File: config.mk
export PLATFORM = sky130hd
export DESIGN_NAME = traction_safety_supervisor_flat
export DESIGN_NICKNAME = d
export VERILOG_FILES = /design/src/tss_pkg.sv /design/src/tss_in_if.sv /design/src/tss_out_if.sv /design/src/tss_cfg_regs.sv /design/src/tss_step.sv /design/src/traction_safety_supervisor.sv /design/src/flat_wrapper.sv
export SDC_FILE = /design/constraint.sdc
export NUM_CORES = 1
export LEC_CHECK = 0
export BUFFER_PORTS_ARGS = -buffer_cell sky130_fd_sc_hd__buf_2
export CAP_MARGIN = 20
export CORE_UTILIZATION = 56
export CTS_BUF_LIST = sky130_fd_sc_hd__clkbuf_8
export CTS_CLUSTER_SIZE = 8
export DETAILED_ROUTE_END_ITERATION = 16
export PLACE_DENSITY_LB_ADDON = 0.3
export SYNTH_ARGS = -nofsm -noshare
export SYNTH_HDL_FRONTEND = slang
export SYNTH_SLANG_ARGS = --single-unit
File: constraint.sdc
create_clock -name clk_i -period 3.6 [get_ports clk_i]
set_input_delay 0.36 -clock clk_i [delete_from_list [all_inputs] [get_ports clk_i]]
set_output_delay 0.36 -clock clk_i [all_outputs]
set_load 0.02 [all_outputs]
File: src/tss_pkg.sv
// Shared types, constants and fault-bit masks for the traction safety supervisor.
// Depends on nothing; every other file of the block imports it.
`default_nettype none

package tss_pkg;

  // Fault vector geometry
  localparam int FaultBits        = 16;
  localparam int WatchdogBit      = 0;
  localparam int PrechargeFailBit = 1;

  localparam int FaultW = 16;
  localparam int TimerW = 16;
  localparam int ThrW   = 12;
  localparam int CfgW   = 16;
  localparam int CfgIdxW = 3;

  // Fault bits that survive: below FaultBits and below the 16-bit field
  localparam logic [FaultW-1:0] FaultKeep =
    (FaultBits >= FaultW) ? {FaultW{1'b1}} : FaultW'((32'd1 << FaultBits) - 32'd1);

  localparam logic [FaultW-1:0] WatchdogMask =
    (WatchdogBit < FaultW) ? (FaultW'(1) << WatchdogBit) & FaultKeep : '0;

  localparam logic [FaultW-1:0] PrechargeFailMask =
    (PrechargeFailBit < FaultW) ? (FaultW'(1) << PrechargeFailBit) & FaultKeep : '0;

  localparam logic [TimerW-1:0] TimerMax = {TimerW{1'b1}};

  // Supervisor modes
  typedef enum logic [2:0] {
    MODE_OFF      = 3'd0,
    MODE_BOOT     = 3'd1,
    MODE_SELFTEST = 3'd2,
    MODE_READY    = 3'd3,
    MODE_ARMED    = 3'd4,
    MODE_DRIVING  = 3'd5,
    MODE_FAULT    = 3'd6,
    MODE_SHUTDOWN = 3'd7
  } tss_mode_e;

  typedef enum logic [1:0] {
    CONT_OPEN      = 2'd0,
    CONT_PRECHARGE = 2'd1,
    CONT_CLOSE     = 2'd2
  } tss_cont_e;

  typedef enum logic [1:0] {
    MSG_NONE     = 2'd0,
    MSG_FAULT    = 2'd1,
    MSG_SHUTDOWN = 2'd2
  } tss_msg_e;

  // Configuration register indexes
  typedef enum logic [CfgIdxW-1:0] {
    CFG_SELF_TEST_TICKS   = 3'd0,
    CFG_PRECHARGE_TICKS   = 3'd1,
    CFG_SHUTDOWN_TICKS    = 3'd2,
    CFG_THROTTLE_DEADBAND = 3'd3,
    CFG_CRITICAL_MASK     = 3'd4,
    CFG_BLOCKING_MASK     = 3'd5,
    CFG_LATCHING_MASK     = 3'd6
  } tss_cfg_idx_e;

  typedef struct packed {
    logic [TimerW-1:0] self_test_ticks;
    logic [TimerW-1:0] precharge_ticks;
    logic [TimerW-1:0] shutdown_ticks;
    logic [ThrW-1:0]   throttle_deadband;
    logic [FaultW-1:0] critical_mask;
    logic [FaultW-1:0] blocking_mask;
    logic [FaultW-1:0] latching_mask;
  } tss_cfg_t;

  typedef struct packed {
    tss_mode_e         mode;
    logic [FaultW-1:0] fault_latch;
    logic [TimerW-1:0] mode_timer;
    logic [TimerW-1:0] precharge_timer;
    logic [TimerW-1:0] shutdown_timer;
  } tss_state_t;

  // Input beat
  typedef struct packed {
    logic [FaultW-1:0] fault_bits;
    logic              pwr_cycle;
    logic              pwr_on_req;
    logic              arm_req;
    logic              drv_auth;
    logic              brake_on;
    logic              precharge_good;
    logic [ThrW-1:0]   throttle_level;
    logic              disarm_req;
    logic              fault_ack;
  } tss_in_t;

  // Result beat
  typedef struct packed {
    logic [2:0]        sup_mode;
    logic [1:0]        contactor_cmd;
    logic              torque_permitted;
    logic              regen_ok;
    logic [FaultW-1:0] fault_active;
    logic [FaultW-1:0] latched_faults;
    logic [1:0]        message_code;
  } tss_out_t;

  // Saturating tick counter increment
  function automatic logic [TimerW-1:0] sat_inc(input logic [TimerW-1:0] t);
    sat_inc = (t == TimerMax) ? TimerMax : t + TimerW'(1);
  endfunction

endpackage

`default_nettype wire

File: src/tss_in_if.sv
// Valid/ready channel carrying one input tick of the supervisor.
// Depends on tss_pkg for the payload type.
`default_nettype none

interface tss_in_if;
  import tss_pkg::*;

  logic    valid;
  logic    ready;
  tss_in_t data;

  modport source (output valid, output data, input ready);
  modport sink   (input valid, input data, output ready);
endinterface

`default_nettype wire

File: src/tss_out_if.sv
// Valid/ready channel carrying one result of the supervisor.
// Depends on tss_pkg for the payload type.
`default_nettype none

interface tss_out_if;
  import tss_pkg::*;

  logic     valid;
  logic     ready;
  tss_out_t data;

  modport source (output valid, output data, input ready);
  modport sink   (input valid, input data, output ready);
endinterface

`default_nettype wire

File: src/tss_cfg_regs.sv
// Configuration register file of the supervisor: write-only, indexed port.
// Depends on tss_pkg for the register indexes and the bundle type.
`default_nettype none

module tss_cfg_regs (
  input  wire logic                        clk_i,
  input  wire logic                        rst_ni,
  input  wire logic                        cfg_we_i,
  input  wire logic [tss_pkg::CfgIdxW-1:0] cfg_idx_i,
  input  wire logic [tss_pkg::CfgW-1:0]    cfg_data_i,
  output tss_pkg::tss_cfg_t                cfg_o
);
  import tss_pkg::*;

  tss_cfg_t cfg_q, cfg_d;

  // Decode the write
  always_comb begin
    cfg_d = cfg_q;
    if (cfg_we_i) begin
      case (cfg_idx_i)
        CFG_SELF_TEST_TICKS:   cfg_d.self_test_ticks   = cfg_data_i[TimerW-1:0];
        CFG_PRECHARGE_TICKS:   cfg_d.precharge_ticks   = cfg_data_i[TimerW-1:0];
        CFG_SHUTDOWN_TICKS:    cfg_d.shutdown_ticks    = cfg_data_i[TimerW-1:0];
        CFG_THROTTLE_DEADBAND: cfg_d.throttle_deadband = cfg_data_i[ThrW-1:0];
        CFG_CRITICAL_MASK:     cfg_d.critical_mask     = cfg_data_i[FaultW-1:0];
        CFG_BLOCKING_MASK:     cfg_d.blocking_mask     = cfg_data_i[FaultW-1:0];
        CFG_LATCHING_MASK:     cfg_d.latching_mask     = cfg_data_i[FaultW-1:0];
        default: ;
      endcase
    end
  end

  // Hold register values, load defaults on reset
  always_ff @(posedge clk_i or negedge rst_ni) begin
    if (!rst_ni) begin
      cfg_q.self_test_ticks   <= TimerW'(100);
      cfg_q.precharge_ticks   <= TimerW'(200);
      cfg_q.shutdown_ticks    <= TimerW'(500);
      cfg_q.throttle_deadband <= ThrW'(205);
      cfg_q.critical_mask     <= '0;
      cfg_q.blocking_mask     <= '0;
      cfg_q.latching_mask     <= '0;
    end else begin
      cfg_q <= cfg_d;
    end
  end

  assign cfg_o = cfg_q;

endmodule

`default_nettype wire

File: src/tss_step.sv
// One supervisor tick: fault merge and classing, mode transition, timers, result.
// Purely combinational; depends on tss_pkg.
`default_nettype none

module tss_step (
  input  tss_pkg::tss_in_t    in_i,
  input  tss_pkg::tss_cfg_t   cfg_i,
  input  tss_pkg::tss_state_t state_i,
  output tss_pkg::tss_state_t state_o,
  output tss_pkg::tss_out_t   res_o
);
  import tss_pkg::*;

  logic [FaultW-1:0] detected;
  logic [FaultW-1:0] active_base;
  logic [FaultW-1:0] latched_base;
  logic [FaultW-1:0] latch_set;
  logic [FaultW-1:0] active;
  logic [FaultW-1:0] latched;
  logic [TimerW-1:0] mt_inc;
  logic [TimerW-1:0] pt_inc;
  logic [TimerW-1:0] sd_inc;
  logic              critical;
  logic              blocking;
  logic              pc_phase;
  logic              go_drive;
  logic              stop_drive;
  tss_mode_e         mode_d;
  tss_cont_e         cont;
  tss_msg_e          msg;
  logic              drive;

  // Merge and class faults
  always_comb begin
    detected     = in_i.fault_bits & FaultKeep;
    active_base  = in_i.pwr_cycle ? detected
                                  : (detected | (state_i.fault_latch & FaultKeep));
    latched_base = in_i.pwr_cycle ? '0 : (state_i.fault_latch & FaultKeep);
    critical     = |(active_base & cfg_i.critical_mask);
    blocking     = |(active_base & cfg_i.blocking_mask);
    latch_set    = active_base & cfg_i.critical_mask & cfg_i.latching_mask;
    mt_inc       = sat_inc(state_i.mode_timer);
    pt_inc       = sat_inc(state_i.precharge_timer);
    sd_inc       = sat_inc(state_i.shutdown_timer);
    pc_phase     = pt_inc < cfg_i.precharge_ticks;
    go_drive     = (in_i.throttle_level > cfg_i.throttle_deadband) && !in_i.brake_on;
    stop_drive   = in_i.disarm_req || in_i.brake_on;
  end

  // Next mode, timers and latch
  always_comb begin
    mode_d                  = state_i.mode;
    latched                 = latched_base;
    state_o.mode_timer      = mt_inc;
    state_o.precharge_timer = state_i.precharge_timer;
    state_o.shutdown_timer  = state_i.shutdown_timer;
    case (state_i.mode)
      MODE_OFF: begin
        if (in_i.pwr_on_req) begin
          mode_d = MODE_BOOT;
          state_o.mode_timer = '0;
        end
      end
      MODE_BOOT: begin
        if (|(active_base & WatchdogMask)) begin
          latched = latched_base | WatchdogMask;
          mode_d  = MODE_FAULT;
        end else if (mt_inc >= TimerW'(1)) begin
          mode_d = MODE_SELFTEST;
          state_o.mode_timer = '0;
        end
      end
      MODE_SELFTEST: begin
        if (critical || blocking) begin
          mode_d = MODE_FAULT;
        end else if (mt_inc >= cfg_i.self_test_ticks) begin
          mode_d = MODE_READY;
          state_o.mode_timer = '0;
        end
      end
      MODE_READY, MODE_ARMED, MODE_DRIVING: begin
        if (critical) begin
          latched = latched_base | latch_set;
          mode_d  = MODE_SHUTDOWN;
          state_o.shutdown_timer = '0;
        end else if (blocking) begin
          mode_d = MODE_FAULT;
        end else if (state_i.mode == MODE_READY) begin
          if (in_i.arm_req && in_i.drv_auth && in_i.brake_on) begin
            state_o.precharge_timer = '0;
            mode_d = MODE_ARMED;
            state_o.mode_timer = '0;
          end
        end else if (state_i.mode == MODE_ARMED) begin
          state_o.precharge_timer = pt_inc;
          if (pc_phase) begin
            if (!in_i.precharge_good) begin
              latched = latched_base | PrechargeFailMask;
              mode_d  = MODE_SHUTDOWN;
              state_o.shutdown_timer = '0;
            end
          end else if (go_drive) begin
            mode_d = MODE_DRIVING;
            state_o.mode_timer = '0;
          end
        end else begin
          if (stop_drive) begin
            mode_d = MODE_READY;
            state_o.mode_timer = '0;
          end
        end
      end
      MODE_FAULT: begin
        if (critical) begin
          latched = latched_base | latch_set;
          mode_d  = MODE_SHUTDOWN;
          state_o.shutdown_timer = '0;
        end else if (!blocking && in_i.fault_ack) begin
          mode_d = MODE_READY;
          state_o.mode_timer = '0;
        end
      end
      MODE_SHUTDOWN: begin
        state_o.shutdown_timer = sd_inc;
        if (sd_inc >= cfg_i.shutdown_ticks) begin
          mode_d = MODE_OFF;
        end
      end
      default: ;
    endcase
    state_o.mode        = mode_d;
    state_o.fault_latch = latched & FaultKeep;
  end

  // Contactor, permits, active faults and message for this tick
  always_comb begin
    cont   = CONT_OPEN;
    drive  = 1'b0;
    msg    = MSG_NONE;
    active = active_base;
    case (state_i.mode)
      MODE_ARMED: begin
        if (!critical && !blocking) begin
          if (pc_phase) begin
            if (!in_i.precharge_good) begin
              active = active_base | PrechargeFailMask;
            end else begin
              cont = CONT_PRECHARGE;
            end
          end else begin
            cont = CONT_CLOSE;
          end
        end
      end
      MODE_DRIVING: begin
        if (!critical && !blocking && !stop_drive) begin
          cont  = CONT_CLOSE;
          drive = 1'b1;
        end
      end
      MODE_FAULT:    msg = MSG_FAULT;
      MODE_SHUTDOWN: msg = MSG_SHUTDOWN;
      default: ;
    endcase
  end

  // Pack the result beat
  always_comb begin
    res_o.sup_mode         = mode_d;
    res_o.contactor_cmd    = cont;
    res_o.torque_permitted = drive;
    res_o.regen_ok         = drive;
    res_o.fault_active     = active;
    res_o.latched_faults   = latched & FaultKeep;
    res_o.message_code     = msg;
  end

endmodule

`default_nettype wire

File: src/traction_safety_supervisor.sv
// Top level of the traction safety supervisor: config registers, state and result register.
// Depends on tss_pkg, tss_in_if, tss_out_if, tss_cfg_regs and tss_step.
//
//   channel   dir  handshake          beat
//   in_if     in   valid/ready        one tick: fault bits, requests, feedback, throttle
//   out_if    out  valid/ready        one result: mode, contactor, permits, faults, message
//   cfg_*     in   write enable only  register index and 16-bit data
//
// Each tick is worked out in the cycle it is accepted and shows on out_if at the next
// edge; one beat per cycle is sustained while out_if.ready stays high.
// The result register is the only stage; in_if.ready drops only while a result waits
// and out_if.ready is low.
// Reset loads the register defaults, clears the mode (off), the latch and all timers.
`default_nettype none

module traction_safety_supervisor (
  input  wire logic                        clk_i,
  input  wire logic                        rst_ni,
  input  wire logic                        cfg_we_i,
  input  wire logic [tss_pkg::CfgIdxW-1:0] cfg_idx_i,
  input  wire logic [tss_pkg::CfgW-1:0]    cfg_data_i,
  tss_in_if.sink                           in_if,
  tss_out_if.source                        out_if
);
  import tss_pkg::*;

  tss_cfg_t   cfg;
  tss_state_t state_q, state_d;
  tss_out_t   res_d, res_q;
  logic       out_valid_q;
  logic       in_fire;

  tss_cfg_regs u_cfg (
    .clk_i      (clk_i),
    .rst_ni     (rst_ni),
    .cfg_we_i   (cfg_we_i),
    .cfg_idx_i  (cfg_idx_i),
    .cfg_data_i (cfg_data_i),
    .cfg_o      (cfg)
  );

  tss_step u_step (
    .in_i    (in_if.data),
    .cfg_i   (cfg),
    .state_i (state_q),
    .state_o (state_d),
    .res_o   (res_d)
  );

  // Take a beat whenever the result slot is free or being emptied
  assign in_if.ready = !out_valid_q || out_if.ready;
  assign in_fire     = in_if.valid && in_if.ready;

  // Advance the supervisor state on each accepted beat
  always_ff @(posedge clk_i or negedge rst_ni) begin
    if (!rst_ni) begin
      state_q <= '{mode: MODE_OFF, default: '0};
    end else if (in_fire) begin
      state_q <= state_d;
    end
  end

  // Result valid flag
  always_ff @(posedge clk_i or negedge rst_ni) begin
    if (!rst_ni) begin
      out_valid_q <= 1'b0;
    end else if (in_fire) begin
      out_valid_q <= 1'b1;
    end else if (out_if.ready) begin
      out_valid_q <= 1'b0;
    end
  end

  // Result payload
  always_ff @(posedge clk_i) begin
    if (in_fire) begin
      res_q <= res_d;
    end
  end

  assign out_if.valid = out_valid_q;
  assign out_if.data  = res_q;

endmodule

`default_nettype wire
File: src/flat_wrapper.sv
// flat-port wrapper written by rule: the top's interface ports become plain ports
module traction_safety_supervisor_flat import tss_pkg::*;
  (clk_i, rst_ni, cfg_we_i, cfg_idx_i, cfg_data_i, in_if_valid, in_if_data, in_if_ready, out_if_valid, out_if_data, out_if_ready);
  tss_in_if in_if_i ();
  tss_out_if out_if_i ();
  input  wire logic clk_i;
  input  wire logic rst_ni;
  input  wire logic cfg_we_i;
  input  wire logic [tss_pkg::CfgIdxW-1:0] cfg_idx_i;
  input  wire logic [tss_pkg::CfgW-1:0] cfg_data_i;
  input wire logic [$bits(in_if_i.valid)-1:0] in_if_valid;
  input wire logic [$bits(in_if_i.data)-1:0] in_if_data;
  output wire logic [$bits(in_if_i.ready)-1:0] in_if_ready;
  output wire logic [$bits(out_if_i.valid)-1:0] out_if_valid;
  output wire logic [$bits(out_if_i.data)-1:0] out_if_data;
  input wire logic [$bits(out_if_i.ready)-1:0] out_if_ready;
  assign in_if_i.valid = in_if_valid;
  assign in_if_i.data = in_if_data;
  assign in_if_ready = in_if_i.ready;
  assign out_if_valid = out_if_i.valid;
  assign out_if_data = out_if_i.data;
  assign out_if_i.ready = out_if_ready;
  traction_safety_supervisor u_core (.clk_i(clk_i), .rst_ni(rst_ni), .cfg_we_i(cfg_we_i), .cfg_idx_i(cfg_idx_i), .cfg_data_i(cfg_data_i), .in_if(in_if_i), .out_if(out_if_i));
endmodule
==> summary.md <==
- finished, violations left — status
- negative setup slack — failing checks
- dfrtp_1 — dominant cell type by area after synthesis
- 6130 µm² — multi-input gate area in the final layout
- -110 ps — r2r setup slk
- u_core.state_q[16] — startpoint of the most critical register-to-register path
- 0 — Routed Antenna Nets
- 1399 — FILL cells
- 216 — Sinks on Clock Net
- nand2_1 — leading cell type by number of instances after synthesis
- 1203 — number of instances in the synthesized netlist
- 0.3006 — total global-route track usage
- 6.800 nW — leakage power total
- 60 ps — clock edge transition at the registers on the reported setup and hold paths
- 269.6 MHz — highest attainable clock frequency
- u_core.out_if.valid — end point of the worst hold path
- 25.91 ps — setup skew after layout
- clkbuf_8 — cell at the root of the clock tree
- 3709 ps — crit path time final
- 25.06% — area added between synthesis and finish
- 0 — antenna diode count
- 5629 µm² — area taken by flip-flops and latches
- 52 — Site Rows
- 1325 — total nets after synthesis
- 0.3368 — proportion of layout cells with a drive suffix above 1
- 44.13 ps — final hold slack
- 0.05344 — fraction of met3 tracks used by global routing
- 10228 — vias in the first global route
- 2 — number of H-tree levels
- 146.6 µm — Die Y-Extent
- done — CTS tree
- 10170 — total number of vias
- dfrtp_1 — Primary FF master, synth
- 20360 µm² — Core Footprint
- 13140 µm² — post-placement cell area
- 146.6 µm — die span in x
- 0.3181 — headroom to the max-slew limit
- 3 — number of buffers on the longest clock path
- 0.7195 — final design utilization
- register — nature of the critical path startpoint
- 0 — total overflow reported by the global router
- 28 — number of setup violations in the final report
- 16 — worst reg2reg path depth
- 0 — Syn. warnings
- 1704 — post-layout instance count excluding filler cells
- 5 — Crit Path Max Fanout
- 51320 µm — wire length of the first global-routing pass
- 0 — number of antenna violations at the first check in global routing
- u_core.state_q[34] — worst reg2reg path endpoint
- 37 — clock buffers created by TritonCTS
- 21500 µm² — total die area
- 6 — drt first pass iters
- 1617 — total placed cells including tap cells
- 0 — DRC Markers
- 102 — maximum number of pins on one net before global-route repair
- 40 — number of flops mapped to enable cells by yosys
- 32630 µm — overall routed net length
- 1.030 — final worst-path cycle share
- 5.968 — mean number of vias per cell
- 19.15 µm — WL/cell
- 540 ps — source-to-sink clock delay at the later pin of the worst-skew pair
- 21170 µm — dpl hpwl
- input pin to register — class of the tightest hold or removal check
- 732 — DRC marker count from the first detailed-route iteration
- 0.3843 — global-route track usage on met1
- 0.9029 — RD Place Congestion
- 216 — count of state elements after synthesis
- 0.4802 — post-synthesis sequential area ratio
- register — element type at the critical path end
- 1023 ps — slew at the pin closest to its max-slew limit
- 11720 µm² — Synth Cell Area
- 3970 ps — required time at the endpoint of the critical path
- 284.9 µV — worst vdd ir
- 0 — Final Hold Viols
- dfrtp_1, edfxtp_1, ha_1 — cells taking the most area after synthesis
- 65 — count of unique library cells instantiated by Yosys
- 102 — input/output buffers
- 4080 ps — arrival time of data at the critical path endpoint
- 103 — Boundary Pins
- 2 — worst hold stages
- 0.3396 — area share of the largest cell type after synthesis
- 0.5753 — Starting Density
- 14650 µm² — Finished Cell Area
- 570.2 nW/µm² — ratio of total power to cell area
- -108.7 ps — final setup margin
- nand2_1, dfrtp_1, o21ai_0, inv_1, a21oi_1 — top post-synthesis cells by count
- 1527 — net count reported at finish
- 0 — count of maximum capacitance violations
- 0 — Max Transition Viols Final
- true — RSZ-0062 raised after global routing
- met2 — GRT Max-Usage Layer
- register to register — critical setup path kind
- in_if_valid — Worst Hold Launch
- 9.739 µm² — Mapped Avg Cell Area
- 0.8148 — share of synthesized flip-flops with an asynchronous set or reset
- 0.5166 — met2 Track Usage GR
-- how the worst max path moves through the flow --
stage	end	from	depth (start not counted)	slack, ps
final	u_core.state_q[34]	u_core.state_q[16]	16	-110
after global routing	u_core.state_q[66]	u_core.state_q[0]	18	-280
after CTS	u_core.state_q[34]	u_core.state_q[16]	16	-110
after detailed placement	u_core.state_q[34]	u_core.state_q[17]	16	-320
after global placement	u_core.state_q[32]	u_core.state_q[17]	16	-220
after floorplan	u_core.state_q[38]	u_core.state_q[18]	18	-10
-- through the flow --
stage          setup slack (ps)  TNS, ps  power, mW
3_5_place_dp             -322.7    -8051      5.827
2_1_floorplan            -14.02   -123.5      4.954
4_1_cts                  -113.6    -1904      8.211
3_3_place_gp             -215.0    -4659      5.704
5_1_grt                  -283.6    -7123      8.841
6_report                 -108.7    -1503      8.355
-- layout make-up --
class                           count  area share
Multi-Input combinational cell    862      0.4183
Timing Repair Buffer              213      0.1052
Sequential cell                   216      0.3842
Inverter                           75     0.01921
Clock buffer                       46     0.04321
Clock inverter                     22    0.006831
Tap cell                          270     0.02306
-- kinds of logic after synthesis --
family / share of synthesized area
AOI/OAI and AO/OA: 0.1458
xor gates and xnor gates: 0.02018
adders and majority gates: 0.06621
buffers and inverters: 0.04250
DFF: 0.4802
muxes: 0.06536
and+or+nand+nor: 0.1797
-- per-layer routing --
layer  part of all wire  routed length [µm]
met2               0.50               16370
met4              0.021                 677
met5                  0                   0
met3              0.066                2158
met1               0.41               13430
-- worst max-delay path, cell delays in order, from the launching register on --
cell	delay, ps
dfrtp_2	400
and4_4	220
and4_4	210
nand4_1	150
nor3_2	230
xnor2_1	150
nand2_2	110
ha_4	290
nand4_1	110
nor4_2	200
o211ai_1	180
o21a_1	240
or3_4	340
a32oi_2	230
o311a_4	290
buf_12	130
a311oi_2	40
-- layout by cell type, fill, tap and decap left out, types with 28 or more instances in the layout --
cell type	netlist	final
buf_4	3	91
a21oi_1	74	46
nand2_1	179	174
o21ai_0	112	104
mux2_2	68	68
edfxtp_1	40	40
nor2_1	65	60
buf_2	8	101
clkbuf_8	0	46
dfrtp_1	159	157
nand3_1	32	28
ha_1	62	56
inv_1	75	90
-- timing repair --
| item | in CTS | in global routing |
|---|---|---|
| endpoints found under the hold margin | 50 | 0 |
| hold buffers | 1 | 0 |
| gates cloned | 2 | 3 |
| buffers inserted | 9 | 6 |
| resized for setup | 67 | 58 |
| pin swaps | 39 | 22 |
| endpoints found under the setup margin | 39 | 40 |
-- sequential cells by signal, summed over array words and instances (netlist names) --
signal / cells
u_core.out_if.data: 40
u_core.out_if.valid: 1
u_core.state_q: 67
u_core.u_cfg.cfg_o: 108
-- power by group --
group / internal [mW] / leakage (nW) / switching [mW]
clock network: 1.16 / 0.437 / 1.02
registers: 3.01 / 2.55 / 0.276
logic: 1.22 / 3.82 / 1.67
total: 5.39 / 6.80 / 2.97
No activity file was read; power rests on OpenSTA's default activity.
